[src/rtl/core/ldpg_pkg.sv]
// Package for the line dash pattern generator.
// Holds the item action codes, result status codes and the control FSM states.
// No dependencies.
`timescale 1ns / 1ps

package ldpg_pkg;

  // Width of the start phase register and of the seg_length port
  localparam int PHASE_W   = 16;
  localparam int SEG_LEN_W = 16;
  // Bit counter for the restart divider, one dividend bit per cycle
  localparam int BIT_CNT_W = $clog2(PHASE_W);

  typedef enum logic [1:0] {
    ACT_CLEAR   = 2'd0,
    ACT_APPEND  = 2'd1,
    ACT_RESTART = 2'd2,
    ACT_TICK    = 2'd3
  } action_t;

  typedef enum logic [1:0] {
    ST_OK         = 2'd0,
    ST_FULL       = 2'd1,
    ST_NO_PATTERN = 2'd2
  } status_t;

  typedef enum logic [1:0] {
    S_IDLE,
    S_DIV,
    S_SRCH_RD,
    S_SRCH_CMP
  } state_t;

endpackage

[src/rtl/core/line_dash_pattern_generator.sv]
// Line dash pattern generator: top level with segment end memory and control.
// Depends on ldpg_pkg.
//
//   channel   | handshake              | payload
//   ----------+------------------------+--------------------------
//   command   | start / busy           | action, seg_length
//   result    | done (one-cycle pulse) | pen_on, status
//   config    | cfg_valid / cfg_ready  | cfg_data (start_phase)
//
// A new item is taken every cycle while busy is low, and the result of a
// clear, append or tick pulses on done the cycle after. The end of the
// current segment is prefetched from the segment memory, so ticks run
// back to back. A restart with a nonempty pattern holds busy through the
// bit-serial modulo (S_DIV) and then a read state and a compare state
// (S_SRCH_RD, S_SRCH_CMP) for each segment scanned in the memory. Reset
// is synchronous; the segment memory needs no clearing. The receiver
// cannot stall results.
`timescale 1ns / 1ps

module line_dash_pattern_generator #(
  parameter int MAX_SEGMENTS = 16,
  parameter int LENGTH_BITS  = 16
) (
  input  logic                          clk,
  input  logic                          rst,
  // command channel
  input  logic                          start,
  output logic                          busy,
  input  logic [1:0]                    action,
  input  logic [ldpg_pkg::SEG_LEN_W-1:0] seg_length,
  // result channel
  output logic                          done,
  output logic                          pen_on,
  output logic [1:0]                    status,
  // configuration channel
  input  logic                          cfg_valid,
  output logic                          cfg_ready,
  input  logic [ldpg_pkg::PHASE_W-1:0]  cfg_data
);

  import ldpg_pkg::*;

  // Effective segment length width, end position and counter widths
  localparam int LEN_W = (LENGTH_BITS < SEG_LEN_W) ? LENGTH_BITS : SEG_LEN_W;
  localparam int CNT_W = $clog2(MAX_SEGMENTS + 1);
  localparam int IDX_W = (MAX_SEGMENTS > 1) ? $clog2(MAX_SEGMENTS) : 1;
  localparam int END_W = LENGTH_BITS + CNT_W;
  localparam int POS_W = END_W + 1;

  // Segment end memory
  logic [END_W-1:0] seg_mem [MAX_SEGMENTS];
  logic             mem_we;
  logic [IDX_W-1:0] wr_addr;
  logic [END_W-1:0] wr_data;
  logic [IDX_W-1:0] rd_addr;
  logic [END_W-1:0] rd_data;

  // Control and pattern state
  state_t           state, state_next;
  logic [CNT_W-1:0] seg_count, seg_count_next;
  logic [IDX_W-1:0] cur_seg, cur_seg_next;
  logic [POS_W-1:0] pix_pos, pix_pos_next;
  logic             pen, pen_next;
  logic             pat_valid, pat_valid_next;
  logic [END_W-1:0] total, total_next;
  logic [PHASE_W-1:0] start_phase;
  // Restart divider and search
  logic [BIT_CNT_W-1:0] div_bit, div_bit_next;
  logic [END_W-1:0]     rem, rem_next;
  logic [IDX_W-1:0]     srch_idx, srch_idx_next;
  // Result register
  logic             done_next, pen_on_next;
  logic [1:0]       status_next;

  // Datapath helpers
  logic             accept;
  logic [END_W:0]   div_shift;
  logic             div_ge;
  logic             pos_hit;
  logic             last_seg;
  logic [POS_W-1:0] pos_wrap;
  logic [CNT_W-1:0] cnt_last;
  logic             tick_ok;

  assign accept    = start && !busy;
  assign busy      = (state != S_IDLE);
  assign cfg_ready = !busy;

  assign cnt_last  = seg_count - CNT_W'(1);
  assign last_seg  = (CNT_W'(cur_seg) == cnt_last);
  assign pos_hit   = (pix_pos >= POS_W'(rd_data));
  assign pos_wrap  = pix_pos - POS_W'(rd_data);
  assign tick_ok   = pat_valid && (seg_count != '0) && (CNT_W'(cur_seg) < seg_count);

  // One restoring division step: shift in the next dividend bit
  assign div_shift = {rem, start_phase[div_bit]};
  assign div_ge    = (div_shift >= {1'b0, total});

  // Next state, datapath updates and result
  always_comb begin
    state_next     = state;
    seg_count_next = seg_count;
    cur_seg_next   = cur_seg;
    pix_pos_next   = pix_pos;
    pen_next       = pen;
    pat_valid_next = pat_valid;
    total_next     = total;
    div_bit_next   = div_bit;
    rem_next       = rem;
    srch_idx_next  = srch_idx;
    done_next      = 1'b0;
    pen_on_next    = pen_on;
    status_next    = status;
    mem_we         = 1'b0;
    wr_addr        = seg_count[IDX_W-1:0];
    wr_data        = END_W'(total + END_W'(seg_length[LEN_W-1:0]));

    case (state)
      S_IDLE: begin
        if (accept) begin
          done_next   = 1'b1;
          status_next = ST_OK;
          case (action)
            ACT_CLEAR: begin
              seg_count_next = '0;
              cur_seg_next   = '0;
              pix_pos_next   = '0;
              pen_next       = 1'b1;
              pat_valid_next = 1'b0;
              total_next     = '0;
              pen_on_next    = 1'b1;
            end
            ACT_APPEND: begin
              pen_on_next = pen;
              if (seg_count >= CNT_W'(MAX_SEGMENTS)) begin
                status_next = ST_FULL;
              end else begin
                mem_we         = 1'b1;
                total_next     = wr_data;
                seg_count_next = seg_count + CNT_W'(1);
                pat_valid_next = 1'b0;
              end
            end
            ACT_RESTART: begin
              pen_next = 1'b1;
              if (total == '0) begin
                pat_valid_next = 1'b0;
                pen_on_next    = 1'b1;
                status_next    = ST_NO_PATTERN;
              end else begin
                // result comes when the search finishes
                done_next    = 1'b0;
                rem_next     = '0;
                div_bit_next = BIT_CNT_W'(PHASE_W - 1);
                state_next   = S_DIV;
              end
            end
            ACT_TICK: begin
              if (!tick_ok) begin
                pen_on_next = 1'b1;
                status_next = ST_NO_PATTERN;
              end else begin
                pix_pos_next = pix_pos + POS_W'(1);
                if (pos_hit) begin
                  pen_next = !pen;
                  if (last_seg) begin
                    cur_seg_next = '0;
                    pix_pos_next = pos_wrap + POS_W'(1);
                  end else begin
                    cur_seg_next = cur_seg + IDX_W'(1);
                  end
                end
                pen_on_next = pen_next;
              end
            end
            default: begin
              status_next = ST_OK;
            end
          endcase
        end
      end
      S_DIV: begin
        rem_next = div_ge ? END_W'(div_shift - {1'b0, total}) : END_W'(div_shift);
        div_bit_next = div_bit - BIT_CNT_W'(1);
        if (div_bit == '0) begin
          srch_idx_next = '0;
          state_next    = S_SRCH_RD;
        end
      end
      S_SRCH_RD: begin
        state_next = S_SRCH_CMP;
      end
      S_SRCH_CMP: begin
        // first segment whose end is not below the phase
        if ((rem > rd_data) && (CNT_W'(srch_idx) != cnt_last)) begin
          srch_idx_next = srch_idx + IDX_W'(1);
          state_next    = S_SRCH_RD;
        end else begin
          cur_seg_next   = srch_idx;
          pix_pos_next   = POS_W'(rem);
          pat_valid_next = 1'b1;
          done_next      = 1'b1;
          pen_on_next    = 1'b1;
          status_next    = ST_OK;
          state_next     = S_IDLE;
        end
      end
      default: begin
        state_next = S_IDLE;
      end
    endcase
  end

  // Read address: prefetch the end of the segment that will be current, or the segment under test while searching
  always_comb begin
    rd_addr = cur_seg_next;
    if (state == S_SRCH_RD) begin
      rd_addr = srch_idx;
    end
  end

  // Segment end memory, one write and one registered read port
  always_ff @(posedge clk) begin
    if (mem_we) begin
      seg_mem[wr_addr] <= wr_data;
    end
    rd_data <= seg_mem[rd_addr];
  end

  // Control state registers
  always_ff @(posedge clk) begin
    if (rst) begin
      state       <= S_IDLE;
      seg_count   <= '0;
      cur_seg     <= '0;
      pix_pos     <= '0;
      pen         <= 1'b1;
      pat_valid   <= 1'b0;
      total       <= '0;
      start_phase <= '0;
      done        <= 1'b0;
    end else begin
      state     <= state_next;
      seg_count <= seg_count_next;
      cur_seg   <= cur_seg_next;
      pix_pos   <= pix_pos_next;
      pen       <= pen_next;
      pat_valid <= pat_valid_next;
      total     <= total_next;
      done      <= done_next;
      if (cfg_valid && cfg_ready) begin
        start_phase <= cfg_data;
      end
    end
  end

  // Divider, search and result payload registers
  always_ff @(posedge clk) begin
    div_bit  <= div_bit_next;
    rem      <= rem_next;
    srch_idx <= srch_idx_next;
    pen_on   <= pen_on_next;
    status   <= status_next;
  end

endmodule

[config.mk]
export PLATFORM = sky130hd
export DESIGN_NAME = line_dash_pattern_generator
export DESIGN_NICKNAME = d
export VERILOG_FILES = /design/src/rtl/core/ldpg_pkg.sv /design/src/rtl/core/line_dash_pattern_generator.sv
export SDC_FILE = /design/constraint.sdc
export NUM_CORES = 1
export LEC_CHECK = 0
export BUFFER_PORTS_ARGS = -buffer_cell sky130_fd_sc_hd__buf_4
export CAP_MARGIN = 20
export CORE_MARGIN = 1
export CORE_UTILIZATION = 40
export DETAILED_ROUTE_END_ITERATION = 16
export GPL_TIMING_DRIVEN = 0
export PLACE_DENSITY_LB_ADDON = 0.15
export SETUP_SLACK_MARGIN = 0.05
export SYNTH_ARGS = -nofsm -noshare
export SYNTH_HDL_FRONTEND = slang
export SYNTH_SLANG_ARGS = --single-unit
[constraint.sdc]
create_clock -name clk -period 3.95 [get_ports clk]
set_clock_uncertainty 0.15 [all_clocks]
set_input_delay 0.79 -clock clk [delete_from_list [all_inputs] [get_ports clk]]
set_output_delay 0.79 -clock clk [all_outputs]
set_load 0.01 [all_outputs]
==> results of run 1 <==
power groups by stage:
stage	registers, mW	logic (mW)	clock network, mW
6_report	6.01	5.49	4.56
3_5_place_dp	6.07	4.49	0
4_1_cts	5.98	5.12	4.61
2_1_floorplan	5.93	3.16	0
3_3_place_gp	6.08	4.33	0
5_1_grt	6.03	5.94	4.79
sequential cells by signal, indices dropped and copies added, names as in the netlist, 5 cells and up:
register,count
seg_count,5
start_phase,16
rd_data,21
seg_mem,336
rem,21
pix_pos,22
total,21
metrics by stage:
stage	worst slack [ps]	TNS [ps]	hold slack, ps
after CTS	-257	-5540	271
final	-181	-3150	292
after floorplan	72.4	0	283
after global placement	-1500	-508550	292
after global routing	-355	-10170	281
after detailed placement	-1500	-109440	300
timing repair:
item,4_1_cts,5_1_grt
hold endpoints to repair,0,0
pin swaps,100,87
cloned,9,7
setup buffers,67,30
resized for setup,308,142
endpoints found under the setup margin,365,189
metal layers:
metal	track usage	up-vias	share of wire
li1	-	8668	-
met1	0.344	9538	0.45
met2	0.398	691	0.46
met3	0.0282	114	0.063
met4	0.0702	2	0.024
met5	0	-	0.00015
cells by family (layout without fill, tap and decap cells):
| logic type | Yosys count | count (layout) | synth area share |
|---|---|---|---|
| simple gates | 579 | 583 | 0.109 |
| fa+ha+maj | 134 | 134 | 0.0712 |
| buf+inv | 205 | 461 | 0.0350 |
| mux | 234 | 234 | 0.0983 |
| flops | 462 | 462 | 0.521 |
| compound gates | 478 | 479 | 0.137 |
| xor+xnor | 80 | 80 | 0.0293 |
how the worst max path moves through the flow:
stage	start	end	slack, ps	cells past startpoint
2_1_floorplan	div_bit[0]	rem[19]	70	18
3_3_place_gp	rd_data[6]	rd_data[7]	-1500	14
3_5_place_dp	seg_count[3]	rd_data[7]	-1500	15
4_1_cts	div_bit[0]	rem[19]	-260	18
5_1_grt	div_bit[0]	rem[11]	-360	18
6_report	rd_data[6]	rd_data[7]	-180	18
tightest hold or removal path: stages:
cell,delay [ps]
sky130_fd_sc_hd__buf_4,110
sky130_fd_sc_hd__nand2_1,50
sky130_fd_sc_hd__a21oi_1,50
cell type report:
cell class | count | area [um^2] | area share
Tap cell | 782 | 978 | 0.0314
Sequential cell | 462 | 13000 | 0.416
Clock inverter | 27 | 255 | 0.00819
Inverter | 97 | 372 | 0.0119
Buffer | 105 | 835 | 0.0268
Multi-Input combinational cell | 1510 | 12600 | 0.404
Clock buffer | 64 | 1310 | 0.0422
Timing Repair Buffer | 168 | 1860 | 0.0597
layout by cell type (no fill, tap or decap), types with 22 or more instances in the layout:
| cell type | synthesis | layout |
|---|---|---|
| sky130_fd_sc_hd__inv_1 | 97 | 87 |
| sky130_fd_sc_hd__o21ai_0 | 62 | 40 |
| sky130_fd_sc_hd__a22oi_2 | 0 | 23 |
| sky130_fd_sc_hd__a211oi_1 | 27 | 23 |
| sky130_fd_sc_hd__clkbuf_1 | 68 | 53 |
| sky130_fd_sc_hd__nor2_1 | 224 | 207 |
| sky130_fd_sc_hd__clkbuf_16 | 0 | 55 |
| sky130_fd_sc_hd__buf_12 | 0 | 23 |
| sky130_fd_sc_hd__edfxtp_1 | 368 | 368 |
| sky130_fd_sc_hd__a221oi_2 | 2 | 31 |
| sky130_fd_sc_hd__mux2_2 | 28 | 27 |
| sky130_fd_sc_hd__nand3_1 | 56 | 40 |
| sky130_fd_sc_hd__dfxtp_1 | 94 | 77 |
| sky130_fd_sc_hd__o22ai_1 | 23 | 22 |
| sky130_fd_sc_hd__a21oi_1 | 117 | 109 |
| sky130_fd_sc_hd__nor3_1 | 44 | 37 |
| sky130_fd_sc_hd__buf_4 | 6 | 114 |
| sky130_fd_sc_hd__xnor2_1 | 57 | 45 |
| sky130_fd_sc_hd__mux2i_1 | 201 | 188 |
| sky130_fd_sc_hd__nand2_1 | 116 | 107 |
| sky130_fd_sc_hd__a221o_1 | 22 | 22 |
| sky130_fd_sc_hd__a221oi_1 | 59 | 24 |
| sky130_fd_sc_hd__buf_8 | 0 | 29 |
| sky130_fd_sc_hd__ha_1 | 122 | 108 |
==> summary by stage, run 1 <==
Detailed routing
For this block, the via count after detailed routing is 19013. In the routed design, unresolved DRC markers number 0. The first detailed-routing pass ran for 6 iterations. The total detailed-routing wirelength is 79800 um. The count of routing violations after the opening detailed-route iteration is between 2000 and 2500. Dividing the detail-routed wire length by the instance count gives 24.8 um. In this run the remaining antenna-violating nets after routing total 0. In the routed layout, each cell is associated on average with a via count of slightly below 6.

Critical path
STA puts the critical path data arrival time at 4430 ps. The peak per-stage delay on the critical path is 390 ps. In this run the register-to-register setup slack is -180 ps. The endpoint of the worst register-to-register path is rd_data[7]. Of all nets on the critical path, the largest fanout is 5. The worst register-to-register path begins at rd_data[6]. The kind of critical path is flop to flop. The count of buffer and inverter cells on the critical path is 6. At the worst endpoint, the required time is 4250 ps. The dominant delay contributor by cell family on the critical path is compound AO/OA/AOI/OAI gates. For the worst flop-to-flop path, the logic depth is 18. The largest individual stage delay along the critical path comes from the cell sky130_fd_sc_hd__dfxtp_4. STA classifies the critical path endpoint as a flop. The critical path goes through inv_4, ha_4, inv_2, fa_2, o211ai_1, a32oi_2, buf_4, and4_4, o31ai_4, buf_6, a31oi_4, nor2_4, buf_12, buf_12, mux2i_1, mux2i_1, a22oi_2, nand3_4. The critical path launch point type is a flop.

Placed design
Port buffering added 42 buffers. The HPWL after detailed placement is 53600 um. Once placement completed, the tool counted placed cells totaling 3020. Once placement finished, the instance area stood at 0.0268 mm^2. The congestion estimate from routability-driven global placement came to 0.918.

Yosys
The netlist uses 86 different library cells. A synthesized cell averages 11.4 um^2. By area the synthesized netlist is led by sky130_fd_sc_hd__edfxtp_1, sky130_fd_sc_hd__mux2i_1, sky130_fd_sc_hd__dfxtp_1. The combined area of all synthesized cells is about 0.025 mm^2.

The share of synthesized area in the top cell type comes to 0.445. Yosys printed 0 warnings. The cell type with the highest aggregate area in the netlist is sky130_fd_sc_hd__edfxtp_1. In the synthesized netlist, the cells that appear most often are sky130_fd_sc_hd__edfxtp_1, sky130_fd_sc_hd__nor2_1, sky130_fd_sc_hd__mux2i_1. The sequential-to-total area share from yosys stat is 0.521.

The register bit count reported by yosys is between 400 and 500. The number of nets in the synthesized netlist is 2344. In the post-synthesis netlist, the cell with the most instances is sky130_fd_sc_hd__edfxtp_1.

The cell count after synthesis came out at 2172. The most used flip-flop cell after synthesis is sky130_fd_sc_hd__edfxtp_1. The async set or reset register ratio after synthesis is 0.

The number of enable-type register cells in the synthesized netlist is 368.

Global routing
The first global-routing pass estimated 115000 um of wire. The initial antenna violation count came to 2. The all-layer global routing usage is 0.245. The residual overflow from global routing is 0. The via count of the first global-routing pass is 18313. Entering global routing, the biggest net connects 22 pins.

Cells and area
The post-route core utilization is 0.512. Once layout is complete, the cells apart from fillers number around 3200. After the last flow step, the layout net total stands at 2565.

The proportion of layout cells with a drive suffix above 1 is 0.249. The repair_antennas step left the layout with diodes totalling 0. The number of filler instances in the final layout is 5319. The layout overhead on the synthesized area is 25.5%.

The design area is 0.0311 mm^2.

Clock network
Clock-pin slew was measured on the worst setup and hold paths at 70 ps. The H-tree was split into 2 levels. The CTS tree is yes. The maximum buffer depth of the clock tree is 3.

Hold repair after CTS inserted 0 buffers. Clock tree synthesis found a total of 462 sinks. For the worst-skew pair, the clock arrives at the later sink with an insertion delay of 610 ps. The clock root buffer master is sky130_fd_sc_hd__clkbuf_16. Buffers inserted during clock tree synthesis total 49.

STA
The final max-slew violation count was 0. The maximum clock rate is 242 MHz. The final count of hold timing violations is 0.

In this run the tightest slew margin relative to its limit is 0.289. Setup repair after global routing could not meet its margin everywhere. Dividing the final minimum period by the clock period gives 1.05. The transition at the pin with the smallest max-transition slack is 1060 ps.

Setup violations remaining at the end of the flow were counted as 40. The setup slack after layout is -181 ps. The final critical delay including setup and external delays is 4130 ps.

Outcome
The run finished, with violations left. The checks that failed: setup timing.

Die
The vertical die dimension is 251 um. The number of rows created at floorplan is 90. The initial core utilization is 0.408. The total I/O pin count is 44. The floorplan die width is 251 um. The area inside the core boundary is 0.0608 mm^2.

The full die area is 0.0631 mm^2.

Power
The share of total power dissipated in sequential elements is 0.374. The share of total power dissipated in the clock network is 0.284. Across the VDD grid, the largest voltage drop is 0.407 mV. The power per cell area is just over 500 mW/mm^2. The internal portion of total power is ~10 mW. The analysis attributes to cell leakage a power of 11.9 nW. The design draws approximately 16 mW. The switching power summed over all nets is 5.56 mW. Of the total power, combinational logic draws 0.342. The fraction of power spent switching nets is 0.346.

Job
Across the run, the number of max-cap violations was 0.

Hold path
The startpoint of the most critical hold path is cfg_data[14]. The worst hold path was traced through 3 stages. For hold timing, the worst endpoint is start_phase[14]. The tightest min-delay check is of the primary input to flop type.
(Power assumes the default switching activity.)
==> run 2, diff against run 1 <==
--- a/config.mk
+++ b/config.mk
@@ -8,7 +8,7 @@
 export BUFFER_PORTS_ARGS = -buffer_cell sky130_fd_sc_hd__buf_4
 export CAP_MARGIN = 20
 export CORE_MARGIN = 1
-export CORE_UTILIZATION = 40
+export CORE_UTILIZATION = 39
 export DETAILED_ROUTE_END_ITERATION = 16
 export GPL_TIMING_DRIVEN = 0
 export PLACE_DENSITY_LB_ADDON = 0.15
==> run 2 against run 1 <==
Effect of this change: the flow still finishes with violations (setup timing); final cell count grew 2.5%; register-to-register slack lost 50 ps; via count shrank 2.1%; utilization shrank 1.0 points; sequential cell count is the same; clock-buffer cell count grew 2; design area grew 1.5%; power grew 0.96%; sequential share of layout area shrank 0.57 points; die area grew 2.5%.
==> summary by stage, run 2 (synthesis gave the netlist of run 1 again) <==
Hold path
The worst min-delay path class is primary input to flop.

Cells and area
The number of flip-flops in the largest register is 336. The layout overhead on the synthesized area is 27.3%. Leaving out fill and tap cells, the most frequent cell in the layout is sky130_fd_sc_hd__edfxtp_1. The finished layout holds 3296 standard cells, fillers aside. The proportion of layout cells with a drive suffix above 1 is 0.254. The register containing the most flip-flops in the final layout is seg_mem. The library cells used most frequently in the layout, excluding fill and tap cells, are sky130_fd_sc_hd__edfxtp_1, sky130_fd_sc_hd__nor2_1, sky130_fd_sc_hd__mux2i_1.

The post-route core utilization is 0.502. 0 antenna diodes ended up in the layout. The largest registers in the layout are seg_mem (336), pix_pos (22). The design area is 0.0316 mm^2. The number of nets in the final layout is 2579.

Outcome
The flow ran to the end, but the final reports show violations. The checks that failed: setup timing.

Critical path
The critical path in this run is classified as flop to flop. The largest single stage delay on the critical path is 540 ps. The maximum fanout along the worst path is 6. The cell with the largest stage delay on the worst path is sky130_fd_sc_hd__mux4_2. The dominant delay contributor by cell family on the critical path is multiplexers. For the worst setup path, the data arrival time is about 4400 ps. Walking the worst path, the cells encountered are buf_8, mux4_2, mux4_2, inv_2, ha_4, fa_2, nor2b_2, o21ai_2, a21boi_2, o21ai_2, a21oi_2, nand2_2, a31oi_4, o211ai_1, nand2_2, buf_8, mux2i_2, nor2_1. For the worst setup path, the data required time is 4120 ps. STA classifies the critical path endpoint as a flop. The worst setup path is launched from a flop. The count of buffer and inverter cells on the critical path is 3.

Placed design
Detailed placement ended at an HPWL of around 54000 um. At the end of routability-driven placement, the weighted congestion stood at just over 0.9. Input and output buffers added on the ports amount to 42. In this run the cell area measured after placement is 0.0269 mm^2. Counting tap cells, the placed design contains a total of 3086 instances. Prior to clock tree synthesis, the placed netlist has a worst setup slack of -1590 ps.

STA
Adding up every negative setup slack in the final design gives -6620 ps. Setup repair after global routing could not meet its margin everywhere. The setup slack after layout is -236 ps.

The final count of hold timing violations is 0. For this run, the top clock speed supported by timing is 239 MHz. For the finished layout, the period the worst path requires is 4190 ps. On the final layout, the worst hold slack is approximately 260 ps. The final max-slew violation count is 0.

The headroom to the max-slew limit is 0.323. For the pin with the worst max-slew slack, the measured transition is 1010 ps. Dividing the final minimum period by the clock period gives 1.06. Setup violations remaining at the end of the flow were counted as 41.

Clock network
The number of buffers inserted by hold repair at cts is 0. The clock passes through at most 3 buffers. The cell sitting at the root of the clock tree is a sky130_fd_sc_hd__clkbuf_16. The clock-pin slew of the registers on the worst-case setup and hold paths is about 60 ps.

The clock net in this run drives a total of 462 sinks. Buffers inserted during clock tree synthesis total between 50 and 60. TritonCTS built the clock tree. The worst-skew pair later-pin latency is approximately 630 ps.

The count of H-tree levels built during CTS is 2.

Die
The floorplan step set the die width to about 250 um. The floorplan step defined a core boundary enclosing 0.0630 mm^2. The number of rows created at floorplan is 92.

The full die area is 0.0647 mm^2. The initial core utilization is 0.394. The total I/O pin count is 44. The vertical die dimension is 254 um.

Power
The worst-case IR drop observed on VDD is 0.333 mV. The total leakage power is ~12 nW. The total power of the final layout is roughly 16 mW. For this design the ratio of total power to cell area is ~500 mW/mm^2.

Global routing
The wire length of the first global-routing pass is 115000 um. Entering global routing, the biggest net connects 20 pins. The via count of the first global-routing pass came to 18468. For this run the aggregate overflow at the end of global routing stands at 0.

The all-layer global routing usage is 0.240. The initial antenna violation count is 0.

Detailed routing
The count of routing violations after the opening detailed-route iteration is ~1500. Wires add up to 77700 um. In the routed layout, each cell is associated on average with a via count of 5.65.

The number of remaining DRC errors is 0. The first-pass iteration count of the detailed router is 7. Summing over every cut layer, the via total after detailed routing is 18621. The number of nets with antenna violations after detailed routing is 0. The detail-routed net length per standard cell is 23.6 um.

Job
The tool flagged a number of max-cap violations equal to 0.
-- run 2: worst min-delay path: cells and delay by family --
kind | cells | cell delay (ps)
compound gates | 1 | 50
buf+inv | 1 | 100
simple gates | 1 | 40
-- run 2: final timing paths --
| kind | from | cells after the start | endpoint | slack, ps |
|---|---|---|---|---|
| setup / recovery | div_bit[0] | 18 | rem[19] | -240 |
| setup reg to reg | div_bit[0] | 18 | rem[19] | -240 |
| hold / removal | cfg_data[2] | 3 | start_phase[2] | 260 |
| hold reg to reg | start_phase[10] | 2 | start_phase[10] | 300 |
-- run 2: cell type report --
class | count | area (um^2)
Sequential cell | 462 | 13000
Fill cell | 5543 | 31400
Inverter | 97 | 374
Clock inverter | 31 | 253
Timing Repair Buffer | 182 | 2040
Multi-Input combinational cell | 1506 | 12600
Clock buffer | 66 | 1380
Tap cell | 846 | 1060
Buffer | 106 | 926
-- run 2: power breakdown --
part           leakage (nW)  switching (mW)  internal [mW]
logic                  7.17            3.22           2.35
registers              4.16           0.320           5.67
clock network         0.795            2.04           2.61
total                  12.1            5.59           10.6
-- run 2: metal layers --
layer,vias up,GRT usage,wire (um)
met2,481,0.402,37400
met5,-,0,0
met1,9322,0.320,34100
met3,131,0.0278,3660
li1,8687,-,-
met4,0,0.0828,2540
-- run 2: what timing repair did --
action | CTS | global route
pin swaps | 109 | 91
resized for setup | 358 | 106
setup buffers | 81 | 22
setup endpoints to repair | 358 | 127
gates cloned | 15 | 2
